<file path="src/sv/sla_ram.sv">
// generic single-port-write, registered-read memory
`default_nettype none
module sla_ram #(
  parameter int WIDTH = 32,
  parameter int DEPTH = 64,
  localparam int AW = (DEPTH > 1) ? $clog2(DEPTH) : 1
) (
  input  wire logic             clk_i,
  input  wire logic             we_i,
  input  wire logic [AW-1:0]    waddr_i,
  input  wire logic [WIDTH-1:0] wdata_i,
  input  wire logic [AW-1:0]    raddr_i,
  output logic      [WIDTH-1:0] rdata_o
);

  logic [WIDTH-1:0] mem [DEPTH];

  // write and registered read
  always_ff @(posedge clk_i) begin
    if (we_i) begin
      mem[waddr_i] <= wdata_i;
    end
    rdata_o <= mem[raddr_i];
  end

endmodule
`default_nettype wire

</file>
<file path="config.mk">
export PLATFORM = sky130hd
export DESIGN_NAME = sla_ram
export DESIGN_NICKNAME = d
export VERILOG_FILES = /design/src/sv/sla_ram.sv
export SDC_FILE = /design/constraint.sdc
export NUM_CORES = 2
export LEC_CHECK = 0
export BUFFER_PORTS_ARGS = -buffer_cell sky130_fd_sc_hd__buf_4
export CAP_MARGIN = 15
export CORE_MARGIN = 1
export CORE_UTILIZATION = 30
export CTS_BUF_LIST = sky130_fd_sc_hd__clkbuf_8
export CTS_CLUSTER_DIAMETER = 80
export DETAILED_ROUTE_END_ITERATION = 12
export HOLD_SLACK_MARGIN = 0.08
export PLACE_DENSITY = 0.45
export SYNTH_ARGS = -nofsm -noshare
export SYNTH_HDL_FRONTEND = slang
export SYNTH_SLANG_ARGS = --single-unit
</file>
<file path="constraint.sdc">
create_clock -name clk_i -period 6.22 [get_ports clk_i]
set_input_delay 1.244 -clock clk_i [delete_from_list [all_inputs] [get_ports clk_i]]
set_output_delay 1.244 -clock clk_i [all_outputs]
set_load 0.005 [all_outputs]
</file>
==> results.json <==
{
  "status": "finished, final reports clean",
  "critPathLaunchType": "primary input",
  "synth_cell_type_count": 34,
  "die_area_um2": 264000,
  "drtIter0Drc": 3499,
  "regArea_um2": 62100,
  "die_h_um": 514,
  "end_kind": "flop",
  "core_um2": 260000,
  "nets": 3782,
  "port_buffers": 77,
  "final_max_slew_viol_count": 0,
  "gp_congestion": 0.744,
  "yosysSeqAreaShare_pct": 79.1,
  "cts_setup_buffers": 0,
  "synthCells": 3324,
  "cellPowerDensity_nw_per_um2": 314,
  "first_global_vias": 39069,
  "wl_per_cell_um": 30.9,
  "finClkSkew_ns": 0.0792,
  "syn-num-nets": 3370,
  "crit_required_ns": 7.08,
  "stdcell_count": 7520,
  "hold_buffers": 0,
  "synth_edf_count": 2048,
  "syn2layout_area_growth_pct": 16.0,
  "relSlewSlack_pct": 22.1,
  "arrival_ns": 4.25,
  "multiInputGateArea_um2": 16000,
  "final_cell_area_um2": 91100,
  "initial_core_util_pct": 30.2,
  "crit_slowest_cell": "o22ai_1",
  "cts_sinks": 2080,
  "ys.flop_type": "edfxtp_1",
  "hp-class": "primary input to flop",
  "avgSynthCellArea_um2": 23.6,
  "peakVddDrop_mv": 0.243,
  "post-route-min-period_ns": 3.39,
  "max_cap_violations": 0,
  "path_max_fanout": 42,
  "rsz0062_at_grt": "false",
  "cp.buffers_inverters": 2,
  "clock.fmax_mhz": 295,
  "fp.dieW_um": 514,
  "antenna_found_initial": 27,
  "wirelength_um": 232000,
  "critPathTopFamily": "multiplexers",
  "cp_cell_sequence": "buf_8, buf_12, mux4_2, mux4_2, o22ai_1, nor2_1",
  "gr-total-overflow": 0,
  "numCtsBuffers": 370,
  "ys_ff_latch": 2080,
  "fp-row-count": 187,
  "setup_viol_count_final": 0,
  "postSynth.asyncResetShare_pct": 0,
  "drc": 0,
  "fillers": 24125,
  "root_buffer": "clkbuf_8",
  "cpPeakStageDelay_ns": 0.68,
  "path_class": "primary input to flop",
  "drtAntennaViolNets": 0,
  "pin_count": 78,
  "cts_tree": "done",
  "placed_area_um2": 84500,
  "drt_pre_antenna_iters": 5,
  "fin_crit_sh_pct": 54.5,
  "via_per_inst": 4.98,
  "cpMostUsedCell": "mux4_2",
  "grt_max_degree": 65,
  "cts.htree.levels": 5,
  "fin_setup_tns_ns": 0,
  "placed_cells": 6860,
  "clock_path_buffers": 4,
  "ctsResizeCount": 0,
  "num_vias": 37423,
  "drive_gt1_share_pct": 31.6,
  "gr-usage-all-layers_pct": 17.5,
  "dp_hpwl_um": 130000,
  "syn_area_um2": 78500,
  "clock_latency_ns": 1.07,
  "worst_slew_pin_slew_ns": 1.17,
  "grt_pass1_wl_um": 319000,
  "hold_viol": 0,
  "final_core_util_pct": 35.0,
  "leakagePower_nw": 28.4,
  "path_clk_slew_ns": 0.06,
  "ys_warn_count": 0
}
-- final timing paths --
path                         start              endpoint  slack (ns)  depth (start not counted)
max reg2reg  mem[29][21]$_DFFE_PP_   rdata_o[21]$_DFF_P_        3.70                          4
max                     raddr_i[0]   rdata_o[21]$_DFF_P_        2.83                          6
min                     wdata_i[8]  mem[32][8]$_DFFE_PP_        0.74                          1
min reg2reg  mem[12][20]$_DFFE_PP_   rdata_o[20]$_DFF_P_        0.75                          4
-- cells in the mapped netlist (25+ instances only) --
| master | instances | area, um^2 |
|---|---|---|
| a21oi_1 | 62 | 310 |
| buf_2 | 57 | 285 |
| buf_4 | 25 | 188 |
| clkbuf_1 | 74 | 278 |
| dfxtp_1 | 32 | 641 |
| edfxtp_1 | 2048 | 61500 |
| mux2i_1 | 93 | 931 |
| mux4_2 | 544 | 12300 |
| nand2_1 | 26 | 97.6 |
| nor2_1 | 137 | 514 |
| o221ai_1 | 27 | 236 |
| o22ai_1 | 84 | 526 |
-- report_power, final --
part	total [mW]	internal, mW	switching [mW]
Clock	11.5	5.97	5.55
Sequential	15.6	15.5	0.0809
Combinational	1.47	0.541	0.929
Total	28.6	22.0	6.56
-- final cells by class --
type / instances / share of cell area [%]
diodes: 12 / 0.0330
clock buffers: 395 / 5.97
clock inverters: 253 / 1.23
multi-input cells: 1062 / 17.5
flip-flops and latches: 2080 / 68.2
well taps: 3496 / 4.80
repair buffers: 222 / 2.18
-- state kept, by name, indices dropped and copies added, names as in the netlist --
| signal | flops |
|---|---|
| rdata_o | 32 |
| mem | 2048 |
-- through the flow --
step                      total power, mW  hold WS [ns]  worst slack (ns)
after floorplan                      16.6         0.663              1.82
after global placement               17.4         0.751              1.56
after detailed placement             17.4         0.756              1.56
after CTS                            29.0         0.639              2.72
after global routing                 29.6         0.700              2.75
final                                28.6         0.736              2.83
-- cell usage in the layout (no fill, tap or decap), types with 7 or more instances in the layout --
cell      Yosys  routed
mux4_2      544     544
nor2b_1      15      14
clkbuf_8      0     395
edfxtp_1   2048    2048
a21oi_1      62      62
o221ai_1     27      27
clkinv_2      0      25
buf_12        0      22
diode_2       0      12
buf_4        25     195
o22ai_1      84      84
mux2i_1      93      93
nand2b_1      8       7
a22oi_1      12      12
nor2_1      137      75
dfxtp_1      32      32
clkinv_1      0      88
a311oi_1      8       8
nor2_4        0      62
nand2_1      26      25
inv_1         0     130
-- metal layers --
layer  vias up  part of all wire (%)  wire, um  track usage (%)
li1      15187                     -         -                -
met1     20711                    44    101000             23.7
met2      1175                    48    113000             28.6
met3       346                   5.3     12300             3.25
met4         4                   2.4      5660             5.04
met5         -                0.0099        23                0
-- logic make-up (layout without fill, tap and decap cells) --
kind of cell	count (synthesis)	in the layout	synth area share, %
DFF	2080	2080	79.1
muxes	637	637	16.8
other	0	12	0
AOI/OAI and AO/OA	202	202	1.67
buffers and inverters	182	870	1.13
and+or+nand+nor	223	223	1.27
No activity file was read; power rests on OpenSTA's default activity.
